<file path="src/rtl/psfe_pkg.sv">
`timescale 1ns / 1ps
`default_nettype none
// ----------------------------------------------------------------------------
// psfe_pkg: shared types and constants
// Status codes, result select codes and the controller/datapath structs.
// ----------------------------------------------------------------------------
package psfe_pkg;

    // Default depth of the held-back whitespace store
    localparam int SPACE_DEPTH_DEF = 32;

    // Reset value of the target field register
    localparam logic [31:0] TARGET_RESET = 32'd1;

    // Status codes carried on status items
    localparam logic [1:0] ST_FOUND     = 2'd0;
    localparam logic [1:0] ST_NULL      = 2'd1;
    localparam logic [1:0] ST_MALFORMED = 2'd2;
    localparam logic [1:0] ST_OVERFLOW  = 2'd3;

    // Output register load source
    localparam logic [1:0] SEL_FLUSH  = 2'd0;
    localparam logic [1:0] SEL_BYTE   = 2'd1;
    localparam logic [1:0] SEL_STATUS = 2'd2;

    // Controller to datapath commands
    typedef struct packed {
        logic       accept;    // input transaction taken this cycle
        logic       load;      // load output register
        logic [1:0] sel;       // output register source
        logic       run_last;  // last result of this item
        logic       rd_en;     // read whitespace store
    } cmd_t;

    // Datapath to controller status
    typedef struct packed {
        logic has_byte;    // current input emits a string byte
        logic has_status;  // current input ends the message
        logic flush_any;   // held-back bytes go out before the byte
        logic last_hold;   // held item ended the message
        logic out_free;    // output register can take a result
    } stat_t;

endpackage
`default_nettype wire

</file>
<file path="src/rtl/psfe_if.sv">
`timescale 1ns / 1ps
`default_nettype none
// ----------------------------------------------------------------------------
// psfe_if: stream channel interfaces
// Input byte channel and output result channel, valid/ready handshake.
// ----------------------------------------------------------------------------
interface psfe_in_if;
    logic       valid;
    logic       ready;
    logic [7:0] msg_byte;
    logic       msg_last;

    modport source (output valid, output msg_byte, output msg_last, input ready);
    modport sink   (input valid, input msg_byte, input msg_last, output ready);
endinterface

interface psfe_out_if;
    logic       valid;
    logic       ready;
    logic [7:0] out_byte;
    logic       is_status;
    logic [1:0] status_code;
    logic       run_last;

    modport source (output valid, output out_byte, output is_status,
                    output status_code, output run_last, input ready);
    modport sink   (input valid, input out_byte, input is_status,
                    input status_code, input run_last, output ready);
endinterface
`default_nettype wire

</file>
<file path="src/rtl/psfe_ram.sv">
`timescale 1ns / 1ps
`default_nettype none
// ----------------------------------------------------------------------------
// psfe_ram: generic single-write, single-read RAM
// One write port, one read port with registered read data.
// ----------------------------------------------------------------------------
module psfe_ram #(
    parameter int WIDTH = 8,
    parameter int DEPTH = psfe_pkg::SPACE_DEPTH_DEF,
    localparam int ADDR_W = (DEPTH > 1) ? $clog2(DEPTH) : 1
) (
    input  wire logic              clk,
    input  wire logic              we,
    input  wire logic [ADDR_W-1:0] waddr,
    input  wire logic [WIDTH-1:0]  wdata,
    input  wire logic              re,
    input  wire logic [ADDR_W-1:0] raddr,
    output logic      [WIDTH-1:0]  rdata
);

    logic [WIDTH-1:0] mem [DEPTH];
    logic [WIDTH-1:0] rdata_reg;

    // Write port
    always_ff @(posedge clk)
    begin
        if (we)
        begin
            mem[waddr] <= wdata;
        end
    end

    // Registered read port
    always_ff @(posedge clk)
    begin
        if (re)
        begin
            rdata_reg <= mem[raddr];
        end
    end

    assign rdata = rdata_reg;

endmodule
`default_nettype wire

</file>
<file path="src/rtl/psfe_ctrl.sv">
`timescale 1ns / 1ps
`default_nettype none
// ----------------------------------------------------------------------------
// psfe_ctrl: result sequencing controller
// Takes input transactions and orders the results of each one: held-back
// whitespace, then the string byte, then the end-of-message status.
// ----------------------------------------------------------------------------
module psfe_ctrl #(
    parameter int SPACE_DEPTH = psfe_pkg::SPACE_DEPTH_DEF,
    localparam int CNT_W  = $clog2(SPACE_DEPTH + 1),
    localparam int ADDR_W = (SPACE_DEPTH > 1) ? $clog2(SPACE_DEPTH) : 1
) (
    input  wire logic                clk,
    input  wire logic                rst_n,
    input  wire logic                in_valid,
    output logic                     in_ready,
    input  wire psfe_pkg::stat_t     stat,
    input  wire logic [CNT_W-1:0]    flush_cnt,
    output psfe_pkg::cmd_t           cmd,
    output logic      [ADDR_W-1:0]   rd_addr
);

    localparam logic [1:0] S_IDLE   = 2'd0;
    localparam logic [1:0] S_FLUSH  = 2'd1;
    localparam logic [1:0] S_BYTE   = 2'd2;
    localparam logic [1:0] S_STATUS = 2'd3;

    logic [1:0]       state_reg, state_next;
    logic [CNT_W-1:0] idx_reg, idx_next;
    logic             accept;

    assign in_ready = (state_reg == S_IDLE);
    assign accept   = in_valid && in_ready;

    // Next state and commands
    always_comb
    begin
        state_next   = state_reg;
        idx_next     = idx_reg;
        cmd.accept   = accept;
        cmd.load     = 1'b0;
        cmd.sel      = psfe_pkg::SEL_BYTE;
        cmd.run_last = 1'b0;
        cmd.rd_en    = 1'b0;
        rd_addr      = idx_reg[ADDR_W-1:0];
        unique case (state_reg)
            S_IDLE:
            begin
                if (accept)
                begin
                    if (stat.flush_any)
                    begin
                        cmd.rd_en  = 1'b1;
                        rd_addr    = '0;
                        idx_next   = CNT_W'(1);
                        state_next = S_FLUSH;
                    end
                    else if (stat.has_byte)
                    begin
                        if (stat.out_free)
                        begin
                            cmd.load     = 1'b1;
                            cmd.sel      = psfe_pkg::SEL_BYTE;
                            cmd.run_last = !stat.has_status;
                            state_next   = stat.has_status ? S_STATUS : S_IDLE;
                        end
                        else
                        begin
                            state_next = S_BYTE;
                        end
                    end
                    else if (stat.has_status)
                    begin
                        if (stat.out_free)
                        begin
                            cmd.load     = 1'b1;
                            cmd.sel      = psfe_pkg::SEL_STATUS;
                            cmd.run_last = 1'b1;
                        end
                        else
                        begin
                            state_next = S_STATUS;
                        end
                    end
                end
            end
            S_FLUSH:
            begin
                if (stat.out_free)
                begin
                    cmd.load = 1'b1;
                    cmd.sel  = psfe_pkg::SEL_FLUSH;
                    if (idx_reg < flush_cnt)
                    begin
                        cmd.rd_en = 1'b1;
                        idx_next  = idx_reg + CNT_W'(1);
                    end
                    else
                    begin
                        state_next = S_BYTE;
                    end
                end
            end
            S_BYTE:
            begin
                if (stat.out_free)
                begin
                    cmd.load     = 1'b1;
                    cmd.sel      = psfe_pkg::SEL_BYTE;
                    cmd.run_last = !stat.last_hold;
                    state_next   = stat.last_hold ? S_STATUS : S_IDLE;
                end
            end
            S_STATUS:
            begin
                if (stat.out_free)
                begin
                    cmd.load     = 1'b1;
                    cmd.sel      = psfe_pkg::SEL_STATUS;
                    cmd.run_last = 1'b1;
                    state_next   = S_IDLE;
                end
            end
            default:
            begin
                state_next = S_IDLE;
            end
        endcase
    end

    // State registers
    always_ff @(posedge clk or negedge rst_n)
    begin
        if (!rst_n)
        begin
            state_reg <= S_IDLE;
            idx_reg   <= '0;
        end
        else
        begin
            state_reg <= state_next;
            idx_reg   <= idx_next;
        end
    end

endmodule
`default_nettype wire

</file>
<file path="src/rtl/psfe_dpath.sv">
`timescale 1ns / 1ps
`default_nettype none
// ----------------------------------------------------------------------------
// psfe_dpath: wire-format parser datapath
// Varint decode, key dispatch, field skip counting, whitespace store and
// the output result register.
// ----------------------------------------------------------------------------
module psfe_dpath #(
    parameter int SPACE_DEPTH = psfe_pkg::SPACE_DEPTH_DEF,
    localparam int CNT_W  = $clog2(SPACE_DEPTH + 1),
    localparam int ADDR_W = (SPACE_DEPTH > 1) ? $clog2(SPACE_DEPTH) : 1
) (
    input  wire logic                clk,
    input  wire logic                rst_n,
    input  wire logic [31:0]         target_field,
    input  wire logic [7:0]          msg_byte,
    input  wire logic                msg_last,
    input  wire psfe_pkg::cmd_t      cmd,
    input  wire logic [ADDR_W-1:0]   rd_addr,
    output psfe_pkg::stat_t          stat,
    output logic      [CNT_W-1:0]    flush_cnt,
    input  wire logic                out_ready,
    output logic                     out_valid,
    output logic      [7:0]          out_byte,
    output logic                     is_status,
    output logic      [1:0]          status_code,
    output logic                     run_last
);

    // Parse phases
    localparam logic [2:0] PH_KEY      = 3'd0;
    localparam logic [2:0] PH_VARINT   = 3'd1;
    localparam logic [2:0] PH_LEN_SKIP = 3'd2;
    localparam logic [2:0] PH_LEN_TGT  = 3'd3;
    localparam logic [2:0] PH_SKIP     = 3'd4;
    localparam logic [2:0] PH_STRING   = 3'd5;
    localparam logic [2:0] PH_DONE     = 3'd6;
    localparam logic [2:0] PH_BAD      = 3'd7;

    // Wire types
    localparam logic [2:0] WT_VARINT = 3'd0;
    localparam logic [2:0] WT_I64    = 3'd1;
    localparam logic [2:0] WT_LEN    = 3'd2;
    localparam logic [2:0] WT_I32    = 3'd5;

    localparam logic [7:0] WS_MAX    = 8'h20;
    localparam logic [6:0] SHIFT_MAX = 7'd70;
    localparam logic [6:0] SHIFT_STEP = 7'd7;

    logic [2:0]       phase_reg, phase_next;
    logic [63:0]      accum_reg, accum_next;
    logic [6:0]       shift_reg, shift_next;
    logic [63:0]      remain_reg, remain_next;
    logic             seen_reg, seen_next;
    logic [CNT_W-1:0] pcount_reg, pcount_next;
    logic [1:0]       fstat_reg, fstat_next;

    logic [7:0]       byte_hold_reg;
    logic             last_hold_reg;
    logic [1:0]       code_hold_reg;
    logic [CNT_W-1:0] fcnt_hold_reg;

    logic             out_valid_reg;
    logic [7:0]       out_byte_reg;
    logic             is_status_reg;
    logic [1:0]       status_code_reg;
    logic             run_last_reg;

    logic [63:0]      shifted;
    logic [63:0]      accum_take;
    logic [6:0]       shift_inc;
    logic             v_done;
    logic             v_long;
    logic [63:0]      remain_dec;
    logic             is_ws;
    logic             emit_byte;
    logic [1:0]       code_now;
    logic             ram_we;
    logic [7:0]       ram_rdata;
    logic [7:0]       byte_val;
    logic [1:0]       code_val;
    logic             out_free;

    // Varint step on the incoming byte
    assign shifted    = {57'd0, msg_byte[6:0]} << shift_reg[5:0];
    assign accum_take = shift_reg[6] ? accum_reg : (accum_reg | shifted);
    assign shift_inc  = shift_reg + SHIFT_STEP;
    assign v_done     = !msg_byte[7];
    assign v_long     = msg_byte[7] && (shift_inc > SHIFT_MAX);
    assign remain_dec = remain_reg - 64'd1;
    assign is_ws      = (msg_byte <= WS_MAX);

    // Parse state update for one input byte
    always_comb
    begin
        phase_next  = phase_reg;
        accum_next  = accum_reg;
        shift_next  = shift_reg;
        remain_next = remain_reg;
        seen_next   = seen_reg;
        pcount_next = pcount_reg;
        fstat_next  = fstat_reg;
        ram_we      = 1'b0;
        emit_byte   = 1'b0;
        code_now    = fstat_reg;
        unique case (phase_reg) inside
            PH_KEY:
            begin
                accum_next = accum_take;
                if (v_long)
                begin
                    phase_next = PH_BAD;
                end
                else if (v_done)
                begin
                    accum_next = '0;
                    shift_next = '0;
                    if (accum_take[34:3] == target_field && accum_take[2:0] == WT_LEN)
                    begin
                        phase_next = PH_LEN_TGT;
                    end
                    else
                    begin
                        case (accum_take[2:0])
                            WT_VARINT: phase_next = PH_VARINT;
                            WT_I64:
                            begin
                                remain_next = 64'd8;
                                phase_next  = PH_SKIP;
                            end
                            WT_I32:
                            begin
                                remain_next = 64'd4;
                                phase_next  = PH_SKIP;
                            end
                            WT_LEN:    phase_next = PH_LEN_SKIP;
                            default:   phase_next = PH_BAD;
                        endcase
                    end
                end
                else
                begin
                    shift_next = shift_inc;
                end
            end
            PH_VARINT:
            begin
                accum_next = accum_take;
                if (v_long)
                begin
                    phase_next = PH_BAD;
                end
                else if (v_done)
                begin
                    accum_next = '0;
                    shift_next = '0;
                    phase_next = PH_KEY;
                end
                else
                begin
                    shift_next = shift_inc;
                end
            end
            PH_LEN_SKIP, PH_LEN_TGT:
            begin
                accum_next = accum_take;
                if (v_long)
                begin
                    phase_next = PH_BAD;
                end
                else if (v_done)
                begin
                    remain_next = accum_take;
                    accum_next  = '0;
                    shift_next  = '0;
                    if (phase_reg == PH_LEN_SKIP)
                    begin
                        phase_next = (accum_take == 64'd0) ? PH_KEY : PH_SKIP;
                    end
                    else if (accum_take == 64'd0)
                    begin
                        phase_next = PH_DONE;
                    end
                    else
                    begin
                        phase_next  = PH_STRING;
                        seen_next   = 1'b0;
                        pcount_next = '0;
                    end
                end
                else
                begin
                    shift_next = shift_inc;
                end
            end
            PH_SKIP:
            begin
                remain_next = remain_dec;
                if (remain_dec == 64'd0)
                begin
                    phase_next = PH_KEY;
                end
            end
            PH_STRING:
            begin
                if (is_ws)
                begin
                    // Interior whitespace is held back until text follows
                    if (seen_reg)
                    begin
                        if (pcount_reg < CNT_W'(SPACE_DEPTH))
                        begin
                            ram_we      = 1'b1;
                            pcount_next = pcount_reg + CNT_W'(1);
                        end
                        else
                        begin
                            fstat_next = psfe_pkg::ST_OVERFLOW;
                        end
                    end
                end
                else
                begin
                    emit_byte   = 1'b1;
                    pcount_next = '0;
                    seen_next   = 1'b1;
                    if (fstat_reg == psfe_pkg::ST_NULL)
                    begin
                        fstat_next = psfe_pkg::ST_FOUND;
                    end
                end
                remain_next = remain_dec;
                if (remain_dec == 64'd0)
                begin
                    phase_next  = PH_DONE;
                    pcount_next = '0;
                end
            end
            default:
            begin
                // done or malformed: ignore the rest
            end
        endcase

        // End of message: pick the status and clear parse state
        if (msg_last)
        begin
            if (phase_next == PH_DONE || (phase_next == PH_KEY && shift_next == 7'd0))
            begin
                code_now = fstat_next;
            end
            else
            begin
                code_now = psfe_pkg::ST_MALFORMED;
            end
            phase_next  = PH_KEY;
            accum_next  = '0;
            shift_next  = '0;
            remain_next = '0;
            seen_next   = 1'b0;
            pcount_next = '0;
            fstat_next  = psfe_pkg::ST_NULL;
        end
    end

    // Parse state registers
    always_ff @(posedge clk or negedge rst_n)
    begin
        if (!rst_n)
        begin
            phase_reg  <= PH_KEY;
            accum_reg  <= '0;
            shift_reg  <= '0;
            remain_reg <= '0;
            seen_reg   <= 1'b0;
            pcount_reg <= '0;
            fstat_reg  <= psfe_pkg::ST_NULL;
        end
        else if (cmd.accept)
        begin
            phase_reg  <= phase_next;
            accum_reg  <= accum_next;
            shift_reg  <= shift_next;
            remain_reg <= remain_next;
            seen_reg   <= seen_next;
            pcount_reg <= pcount_next;
            fstat_reg  <= fstat_next;
        end
    end

    // Per-item hold registers for results sent after the accept cycle
    always_ff @(posedge clk)
    begin
        if (cmd.accept)
        begin
            byte_hold_reg <= msg_byte;
            last_hold_reg <= msg_last;
            code_hold_reg <= code_now;
            fcnt_hold_reg <= pcount_reg;
        end
    end

    // Held-back whitespace store
    psfe_ram #(
        .WIDTH (8),
        .DEPTH (SPACE_DEPTH)
    ) u_space_ram (
        .clk   (clk),
        .we    (cmd.accept && ram_we),
        .waddr (pcount_reg[ADDR_W-1:0]),
        .wdata (msg_byte),
        .re    (cmd.rd_en),
        .raddr (rd_addr),
        .rdata (ram_rdata)
    );

    // Status to controller
    assign out_free        = !out_valid_reg || out_ready;
    assign stat.has_byte   = emit_byte;
    assign stat.has_status = msg_last;
    assign stat.flush_any  = emit_byte && (pcount_reg != '0);
    assign stat.last_hold  = last_hold_reg;
    assign stat.out_free   = out_free;
    assign flush_cnt       = fcnt_hold_reg;

    // Accept cycle uses the live values, later cycles the held ones
    assign byte_val = cmd.accept ? msg_byte : byte_hold_reg;
    assign code_val = cmd.accept ? code_now : code_hold_reg;

    // Output register
    always_ff @(posedge clk or negedge rst_n)
    begin
        if (!rst_n)
        begin
            out_valid_reg <= 1'b0;
        end
        else if (cmd.load)
        begin
            out_valid_reg <= 1'b1;
        end
        else if (out_ready)
        begin
            out_valid_reg <= 1'b0;
        end
    end

    always_ff @(posedge clk)
    begin
        if (cmd.load)
        begin
            run_last_reg <= cmd.run_last;
            case (cmd.sel)
                psfe_pkg::SEL_FLUSH:
                begin
                    out_byte_reg    <= ram_rdata;
                    is_status_reg   <= 1'b0;
                    status_code_reg <= psfe_pkg::ST_FOUND;
                end
                psfe_pkg::SEL_BYTE:
                begin
                    out_byte_reg    <= byte_val;
                    is_status_reg   <= 1'b0;
                    status_code_reg <= psfe_pkg::ST_FOUND;
                end
                default:
                begin
                    out_byte_reg    <= 8'd0;
                    is_status_reg   <= 1'b1;
                    status_code_reg <= code_val;
                end
            endcase
        end
    end

    assign out_valid   = out_valid_reg;
    assign out_byte    = out_byte_reg;
    assign is_status   = is_status_reg;
    assign status_code = status_code_reg;
    assign run_last    = run_last_reg;

endmodule
`default_nettype wire

</file>
<file path="src/rtl/protobuf_string_field_extractor.sv">
`timescale 1ns / 1ps
`default_nettype none
// Output: an item's first result is loaded into the free output register at accept,
// or after a registered whitespace store read when held-back whitespace goes first.
// Throughput: one item per cycle while no whitespace is flushed, no status follows a
// string byte and the output side takes results; input waits while held bytes pass
// the store's one registered read port, and while such a status goes out.
// Reset: target_field returns to 1 and parse state clears; whitespace store uncleared.
// ----------------------------------------------------------------------------
// protobuf_string_field_extractor: top level
// Extracts one trimmed length-delimited field from a protobuf message byte
// stream and reports an end-of-message status. APB register for the target.
// ----------------------------------------------------------------------------
module protobuf_string_field_extractor #(
    parameter int SPACE_DEPTH = psfe_pkg::SPACE_DEPTH_DEF,
    localparam int CNT_W  = $clog2(SPACE_DEPTH + 1),
    localparam int ADDR_W = (SPACE_DEPTH > 1) ? $clog2(SPACE_DEPTH) : 1
) (
    input  wire logic        clk,
    input  wire logic        rst_n,
    input  wire logic        psel,
    input  wire logic        penable,
    input  wire logic        pwrite,
    input  wire logic [2:0]  paddr,
    input  wire logic [31:0] pwdata,
    output logic      [31:0] prdata,
    output logic             pready,
    psfe_in_if.sink          in_ch,
    psfe_out_if.source       out_ch
);

    // Register index of target_field
    localparam logic REG_TARGET = 1'b0;

    logic [31:0]       target_reg;
    logic              cfg_wr;
    psfe_pkg::cmd_t    cmd;
    psfe_pkg::stat_t   stat;
    logic [CNT_W-1:0]  flush_cnt;
    logic [ADDR_W-1:0] rd_addr;
    logic              in_ready;

    // Configuration register
    assign pready = 1'b1;
    assign cfg_wr = psel && penable && pwrite && pready && (paddr[2] == REG_TARGET);

    always_ff @(posedge clk or negedge rst_n)
    begin
        if (!rst_n)
        begin
            target_reg <= psfe_pkg::TARGET_RESET;
        end
        else if (cfg_wr)
        begin
            target_reg <= pwdata;
        end
    end

    assign prdata = (paddr[2] == REG_TARGET) ? target_reg : 32'd0;

    // Controller
    psfe_ctrl #(
        .SPACE_DEPTH (SPACE_DEPTH)
    ) u_ctrl (
        .clk       (clk),
        .rst_n     (rst_n),
        .in_valid  (in_ch.valid),
        .in_ready  (in_ready),
        .stat      (stat),
        .flush_cnt (flush_cnt),
        .cmd       (cmd),
        .rd_addr   (rd_addr)
    );

    assign in_ch.ready = in_ready;

    // Datapath
    psfe_dpath #(
        .SPACE_DEPTH (SPACE_DEPTH)
    ) u_dpath (
        .clk          (clk),
        .rst_n        (rst_n),
        .target_field (target_reg),
        .msg_byte     (in_ch.msg_byte),
        .msg_last     (in_ch.msg_last),
        .cmd          (cmd),
        .rd_addr      (rd_addr),
        .stat         (stat),
        .flush_cnt    (flush_cnt),
        .out_ready    (out_ch.ready),
        .out_valid    (out_ch.valid),
        .out_byte     (out_ch.out_byte),
        .is_status    (out_ch.is_status),
        .status_code  (out_ch.status_code),
        .run_last     (out_ch.run_last)
    );

endmodule
`default_nettype wire
</file>
<file path="src/flat_wrapper.sv">
// flat-port wrapper written by rule: the top's interface ports become plain ports
module protobuf_string_field_extractor_flat 
#(
    parameter int SPACE_DEPTH = psfe_pkg::SPACE_DEPTH_DEF,
    localparam int CNT_W  = $clog2(SPACE_DEPTH + 1),
    localparam int ADDR_W = (SPACE_DEPTH > 1) ? $clog2(SPACE_DEPTH) : 1
)
  (clk, rst_n, psel, penable, pwrite, paddr, pwdata, prdata, pready, in_ch_valid, in_ch_msg_byte, in_ch_msg_last, in_ch_ready, out_ch_valid, out_ch_out_byte, out_ch_is_status, out_ch_status_code, out_ch_run_last, out_ch_ready);
  psfe_in_if in_ch_i ();
  psfe_out_if out_ch_i ();
  input  wire logic clk;
  input  wire logic rst_n;
  input  wire logic psel;
  input  wire logic penable;
  input  wire logic pwrite;
  input  wire logic [2:0] paddr;
  input  wire logic [31:0] pwdata;
  output logic      [31:0] prdata;
  output logic pready;
  input wire logic [$bits(in_ch_i.valid)-1:0] in_ch_valid;
  input wire logic [$bits(in_ch_i.msg_byte)-1:0] in_ch_msg_byte;
  input wire logic [$bits(in_ch_i.msg_last)-1:0] in_ch_msg_last;
  output wire logic [$bits(in_ch_i.ready)-1:0] in_ch_ready;
  output wire logic [$bits(out_ch_i.valid)-1:0] out_ch_valid;
  output wire logic [$bits(out_ch_i.out_byte)-1:0] out_ch_out_byte;
  output wire logic [$bits(out_ch_i.is_status)-1:0] out_ch_is_status;
  output wire logic [$bits(out_ch_i.status_code)-1:0] out_ch_status_code;
  output wire logic [$bits(out_ch_i.run_last)-1:0] out_ch_run_last;
  input wire logic [$bits(out_ch_i.ready)-1:0] out_ch_ready;
  assign in_ch_i.valid = in_ch_valid;
  assign in_ch_i.msg_byte = in_ch_msg_byte;
  assign in_ch_i.msg_last = in_ch_msg_last;
  assign in_ch_ready = in_ch_i.ready;
  assign out_ch_valid = out_ch_i.valid;
  assign out_ch_out_byte = out_ch_i.out_byte;
  assign out_ch_is_status = out_ch_i.is_status;
  assign out_ch_status_code = out_ch_i.status_code;
  assign out_ch_run_last = out_ch_i.run_last;
  assign out_ch_i.ready = out_ch_ready;
  protobuf_string_field_extractor #(.SPACE_DEPTH(SPACE_DEPTH)) u_core (.clk(clk), .rst_n(rst_n), .psel(psel), .penable(penable), .pwrite(pwrite), .paddr(paddr), .pwdata(pwdata), .prdata(prdata), .pready(pready), .in_ch(in_ch_i), .out_ch(out_ch_i));
endmodule
</file>
<file path="config.mk">
export PLATFORM = sky130hd
export DESIGN_NAME = protobuf_string_field_extractor_flat
export DESIGN_NICKNAME = d
export VERILOG_FILES = /design/src/rtl/psfe_pkg.sv /design/src/rtl/psfe_if.sv /design/src/rtl/psfe_ram.sv /design/src/rtl/psfe_ctrl.sv /design/src/rtl/psfe_dpath.sv /design/src/rtl/protobuf_string_field_extractor.sv /design/src/flat_wrapper.sv
export SDC_FILE = /design/constraint.sdc
export NUM_CORES = 1
export LEC_CHECK = 0
export BUFFER_PORTS_ARGS = -buffer_cell sky130_fd_sc_hd__buf_2
export CORE_ASPECT_RATIO = 2
export CORE_MARGIN = 4
export CORE_UTILIZATION = 45
export CTS_BUF_LIST = sky130_fd_sc_hd__clkbuf_8
export DETAILED_ROUTE_END_ITERATION = 6
export MAX_ROUTING_LAYER = met4
export PLACE_DENSITY = 0.61
export SLEW_MARGIN = 25
export SYNTH_ARGS = -nofsm -noshare
export SYNTH_HDL_FRONTEND = slang
export SYNTH_SLANG_ARGS = --single-unit
</file>
<file path="constraint.sdc">
create_clock -name clk -period 8.5 [get_ports clk]
set_input_delay 0.425 -clock clk [delete_from_list [all_inputs] [get_ports clk]]
set_output_delay 0.425 -clock clk [all_outputs]
set_load 0.05 [all_outputs]
</file>
# After elaboration in Yosys (flattened, before gate mapping)
# Memory sizes are Yosys's and may differ from the RTL's. A register that Yosys moved wholly into a read port is not among the register bits.
# Index checks and enable logic that the tools add are counted.
[totals]
memories = 1
latchBits = 0
mem_bits_rw = 256
rom_bits = 0
word_cells = 212
input_bits = 51
reg_bits = 217
output_inout_bits = 47
[op_classes]
bitwise_logic = 2
n_mux = 107
mul = 0
n_reduce_logical = 39
div = 0
addsub = 4
shifts = 1
eq_ne = 35
n_lt_le_gt_ge = 4
[mem_list]
columns = ["name", "depth", "width", "read_ports", "rd_clocked_by_memory_dff", "wr", "line_no", "text"]
rows = [
  ["u_core.u_dpath.u_space_ram.mem", 32, 8, 1, 1, 1, "psfe_ram.sv:21", "logic [WIDTH-1:0] mem [DEPTH];"],
]
[ops]
columns = ["cell", "n"]
rows = [
  ["two-way mux 64 bit", 11],
  ["case mux 64 bit (3 select lines)", 1],
  ["zero test 64 bit", 2],
  ["case mux 64 bit (2 select lines)", 1],
  ["two-way mux 6 bit", 13],
  ["OR 64 bit", 1],
  ["left shift 7 x 6 -> 64 bit", 1],
  ["subtractor 64 x 1 -> 64 bit (second input constant)", 1],
  ["two-way mux 2 bit", 22],
  ["two-way mux 3 bit", 13],
  ["== test 32 bit", 1],
  ["two-way mux 32 bit", 1],
  ["two-way mux 7 bit", 4],
  ["two-way mux 4 bit", 6],
  ["!= test 3 bit (second input constant)", 8],
  ["case mux 6 bit (2 select lines)", 2],
  ["two-way mux 1 bit", 20],
  ["two-way mux 5 bit", 4],
  ["case mux 8 bit (2 select lines)", 1],
  ["AND reduction 8 bit", 2],
  ["case mux 3 bit (5 select lines)", 1],
  ["AND reduction 7 bit", 2],
  ["adder 6 x 1 -> 6 bit (second input constant)", 2],
  ["== test 3 bit (second input constant)", 4],
  ["36 further kinds", 68],
]

# Longest topological paths before layout
[logic_depth]
word_depth = 16
depth_mapped = 18
depth_no_buf = 14

# Hierarchy
# A second synthesis with hierarchy kept.
[hier_totals]
cells_unflattened = 2098
hier_area_um2 = 24539.8
[modules_own_cells]
columns = ["mod", "seq_area_each_um2", "n_inst", "area_each_um2", "cells_per_inst"]
rows = [
  ["psfe_dpath", 4475.5, 1, 12102.9, 1490],
  ["psfe_ram", 7927.6, 1, 10133.5, 417],
  ["protobuf_string_field_extractor", 802.0, 1, 1555.2, 105],
  ["psfe_ctrl", 200.2, 1, 748.2, 86],
]

# Worst setup path after synthesis
# Ideal clock, no wire load.
[synth_path]
kind = "flip-flop to flip-flop"
start = "reg u_core.u_dpath.shift_reg[1]"
end = "reg u_core.u_dpath.status_code_reg[1], in the netlist u_core.u_dpath.status_code[1] (data pin)"
setup_time_ns = 0.255
path_buffers = 2
required_ns = 8.245
arrival_ns = 4.269
synth_period_minus_slack_ns = 4.524
stages_incl_launch_ff = 15
slack_ns = 3.976
cell_sequence = "dfrtp_1 > clkbuf_1 > buf_2 > mux2_2 > mux4_2 > and3_1 > a2111oi_0 > nand4b_1 > or4_1 > o41ai_1 > o22ai_1 > a22oi_1 > nor4b_1 > a211oi_2 > and2_1"
[synth_between]
elab_chain_len = 16
word_cells_on_any_way = 36
cone_classes = "add/sub: 1; order compare: 1; eq/ne: 5; shift: 1; mux: 18; bitwise: 1; reduce/logical: 9"
[synth_lines]
columns = ["item", "line_no", "text"]
rows = [
  ["start, declared", "psfe_dpath.sv:52", "logic [6:0] shift_reg, shift_next;"],
  ["start signal, assigned", "psfe_dpath.sv:283", "shift_reg <= shift_next;"],
  ["left shift 7 x 6 -> 64 bit", "psfe_dpath.sv:85", "assign shifted = {57'd0, msg_byte[6:0]} << shift_reg[5:0];"],
  ["OR 64 bit", "psfe_dpath.sv:86", "assign accum_take = shift_reg[6] ? accum_reg : (accum_reg | shifted);"],
  ["two-way mux 64 bit", "psfe_dpath.sv:86", ""],
  ["== test 3 bit or == test 3 x 1 -> 1 bit (tied branches)", "psfe_dpath.sv:124", "case (accum_take[2:0])"],
  ["OR reduction 2 bit (no line)", "--", ""],
  ["case mux 3 bit (3 select lines)", "psfe_dpath.sv:124", ""],
  ["two-way mux 3 bit", "psfe_dpath.sv:118", "if (accum_take[34:3] == target_field && accum_take[2:0] == WT_LEN)"],
  ["two-way mux 3 bit", "psfe_dpath.sv:114", "else if (v_done)"],
  ["two-way mux 3 bit", "psfe_dpath.sv:110", "if (v_long)"],
  ["case mux 3 bit (5 select lines)", "psfe_dpath.sv:106", "unique case (phase_reg) inside"],
  ["zero test 3 bit", "psfe_dpath.sv:248", "if (phase_next == PH_DONE || (phase_next == PH_KEY && shift_next == 7'd0))"],
  ["logical AND 1 bit", "psfe_dpath.sv:248", ""],
  ["logical OR 1 bit *", "psfe_dpath.sv:248", ""],
  ["two-way mux 2 bit *", "psfe_dpath.sv:248", ""],
  ["two-way mux 2 bit *", "psfe_dpath.sv:246", "if (msg_last)"],
  ["two-way mux 2 bit *", "psfe_dpath.sv:328", "assign code_val = cmd.accept ? code_now : code_hold_reg;"],
  ["named net u_core.u_dpath.code_val[1]", "psfe_dpath.sv:81", "logic [1:0] code_val;"],
  ["end signal, assigned", "psfe_dpath.sv:357", "status_code_reg <= psfe_pkg::ST_FOUND;"],
  ["end signal, assigned", "psfe_dpath.sv:363", "status_code_reg <= psfe_pkg::ST_FOUND;"],
  ["end signal, assigned", "psfe_dpath.sv:369", "status_code_reg <= code_val;"],
  ["end, declared", "psfe_dpath.sv:66", "logic [1:0] status_code_reg;"],
]
# The timed path passes the listed nets; every way through them passes the cells marked *.
# A chain may end at the register's enable or synchronous reset.

# Worst setup path in the final report
[layout_path]
start = "reg u_core.u_dpath.shift_reg[2]"
end = "reg u_core.u_dpath.status_code_reg[1], in the netlist u_core.u_dpath.status_code[1] (data pin)"
# The elaborated chain is that of the path after synthesis.

==> flow_summary.toml <==
[clocking]
clock-sinks = 481
clk_pin_slew_ns = 0.07
cts_setup_buffers = 0
htree_levels = 3
cts_tree = "yes"
cts_buffer_depth = 3
cts_inserted_buffers = 71
root_buffer = "clkbuf_8"
clock_latency_ns = 0.65

[pwr]
p_leak_nw = 10.60
p_total_mw = 10.99
p_per_area_mw_per_mm2 = 396.9
vdd_drop_max_v = 0.0003447

[route]
drt-wirelength-per-cell_um = 26.73
routed_via_density = 6.302
routed-via-count = 20569
drtPass1Iterations = 6
routed_wl_mm = 87.26
drt_iter0_markers = 1715
ant_nets = 0
drcViolationCount = 0

[yosys]
synth_compound_area_share_pct = 17.72
yosys-top-cells-area = "edfxtp_1 34%, dfrtp_1 19%, nor2_1 4.6%"
synth_top_area_share_pct = 34.30
synth_cell_types = 87
synthesis.area_mm2 = 0.02478
synth_top_area_cell = "edfxtp_1"
synth-main-ff-cell = "edfxtp_1"
synth.ff_latch_count = 481
synth_edf_count = 283
synth_cells = 2448
synth-xor-area-share_pct = 1.732
synth_top_family_by_area = "simple AND/OR/NAND/NOR gates"
synthMuxAreaShare_pct = 4.317
yosysWarnings = 0
synth_nets = 2513
async_flop_share_pct = 39.09
synth-simple-area-share_pct = 17.95
avgSynthCellArea_um2 = 10.12
synthAdderAreaFrac_pct = 0.7473
ys_seq_area_share_pct = 54.10

[timing]
slew_headroom_pct = 26.27
skew_ns = 0.02818
grt_setup_unrepaired = "false"
hold_violations = 0
setup_ws_ns = 2.177
tns_ns = 0
fin_crit_sh_pct = 74.39
timing.hold.ws_ns = 0.1122
setup_viol = 0
maxSlewViolCount = 0
fmax_mhz = 158.1
fin_crit_ns = 6.323
tightest_slew_ns = 1.078

[final_layout]
fill_cells = 5041
drive_gt1_share_pct = 14.11
stdcell_area_mm2 = 0.02768
multi_input_area_mm2 = 0.01061
post-route-util_pct = 50.79
regArea_mm2 = 0.01341
nets = 2595
largest_register_ffs = 256
area_delta_synth_final_pct = 11.72
stdcell_count = 3264

[grt]
track_usage_pct = 29.50
grt_pass1_wl_mm = 128.2
antenna_found_initial = 1
grt_max_degree = 74
grt_overflow = 0
grt_pass1_vias = 20422

[critical_path]
critPathKind = "reg2reg"
reg2reg_from = "u_core.u_dpath.shift_reg[2]"
arrival_ns = 6.71
start_kind = "flop"
worstPathRequired_ns = 8.89
reg2reg_slack_ns = 2.18
regToRegEndpoint = "u_core.u_dpath.status_code[1]"
cp_max_fo = 27
rr_worst_depth = 12
cp-end-kind = "flop"

[place]
portBuffers = 94
dpl.hpwl_mm = 62.81
dp.cells = 3099
place_area_mm2 = 0.02589
place.gp.congestion = 1.036
pre_cts_ws_ns = 2.208

[floorplanning]
dieArea_mm2 = 0.05911
start_util_pct = 45.46
core_area_mm2 = 0.05450
die_w_um = 173.9
die_h_um = 339.9
io_pins = 98
row_count = 121

[worst_hold_path]
hold_depth = 3
min_to = "u_core.u_dpath.out_valid"
min_path_type = "in2reg"
min_from = "out_ch_ready"

[flow_run]
cap_violations = 0

[status]
status = "complete, no violations"
## per-layer routing
metal	global-route usage, %	share of wire (%)
met5	-	0
met4	19.83	8.1
met3	3.489	4.3
met2	54.39	55
met1	28.57	33
## cell usage after synthesis, drive strengths merged (44+ instances only)
cell type,number
edfxtp,283
inv,45
nor2,305
clkbuf,156
a21oi,195
o22ai,72
nand2,231
o211ai,44
nor3,51
dfrtp,186
o21ai,112
mux2,57
## area by class of cell
cell class	instances	area share, %
sequential	481	48.43
multi-input combinational	1747	38.32
timing repair buffer	181	4.371
clock buffer	78	3.878
tap	676	3.055
clock inverter	52	1.288
inverter	48	0.6508
antenna	1	0.009040
## worst max-delay path, stage by stage (launching register included)
cell	delay, ns
dfrtp_1	0.91
clkinv_1	0.56
mux4_2	0.83
and3_1	0.31
a2111oi_0	0.94
nand4b_1	0.16
or4_1	0.59
o41ai_2	0.65
o22ai_1	0.15
a22oi_1	0.33
nor4b_1	0.34
a211oi_2	0.13
and2_1	0.17
## kinds of logic after synthesis
group / after synthesis
compound gates: 677
xor+xnor: 49
fa+ha+maj: 15
buf+inv: 220
flops: 481
mux: 96
other cells: 1
simple gates: 909
## where the power goes
group          internal [mW]  total [mW]  switching, mW  leakage [nW]
sequential              2.72        3.05          0.329          5.16
combinational           1.98        6.02           4.04          4.65
clock                  0.957        1.91          0.957         0.790
total                   5.66        11.0           5.33          10.6
## layout by cell type (no fill, tap or decap), types with 16 or more instances in the layout
master         instances
nand2b_1              22
edfxtp_1             283
o221ai_1              19
buf_2                 95
o21ai_0              110
nand3_1               43
and2_1                29
buf_4                 52
a22o_1                42
nor2_1               301
nand2_1              228
xor2_1                16
dfrtp_1              185
mux2i_1               36
nor3_1                49
nor2b_1               42
clkbuf_8              79
dlygate4sd3_1         33
nand4_1               29
inv_1                 62
a211oi_1              42
a21oi_1              194
a31oi_1               26
o22ai_1               72
xnor2_1               33
or4_1                 16
nor4_1                31
o211ai_1              44
mux2_2                57
or3_1                 21
## worst max-delay path by stage
stage	endpoint	start	depth (start not counted)
after floorplan	u_core.u_dpath.status_code[1]	u_core.u_dpath.shift_reg[1]	14
after global placement	u_core.u_dpath.status_code[1]	u_core.u_dpath.shift_reg[2]	12
after detailed placement	u_core.u_dpath.status_code[1]	u_core.u_dpath.shift_reg[2]	12
after CTS	u_core.u_dpath.status_code[1]	u_core.u_dpath.shift_reg[2]	12
after global routing	u_core.u_dpath.status_code[1]	u_core.u_dpath.shift_reg[2]	12
final	u_core.u_dpath.status_code[1]	u_core.u_dpath.shift_reg[2]	12
## what timing repair did
item | in CTS | in global routing
resized for setup | 0 | 0
endpoints found under the setup margin | 0 | 0
hold buffers | 33 | 0
endpoints found under the hold margin | 103 | 0
(Power assumes the default switching activity.)
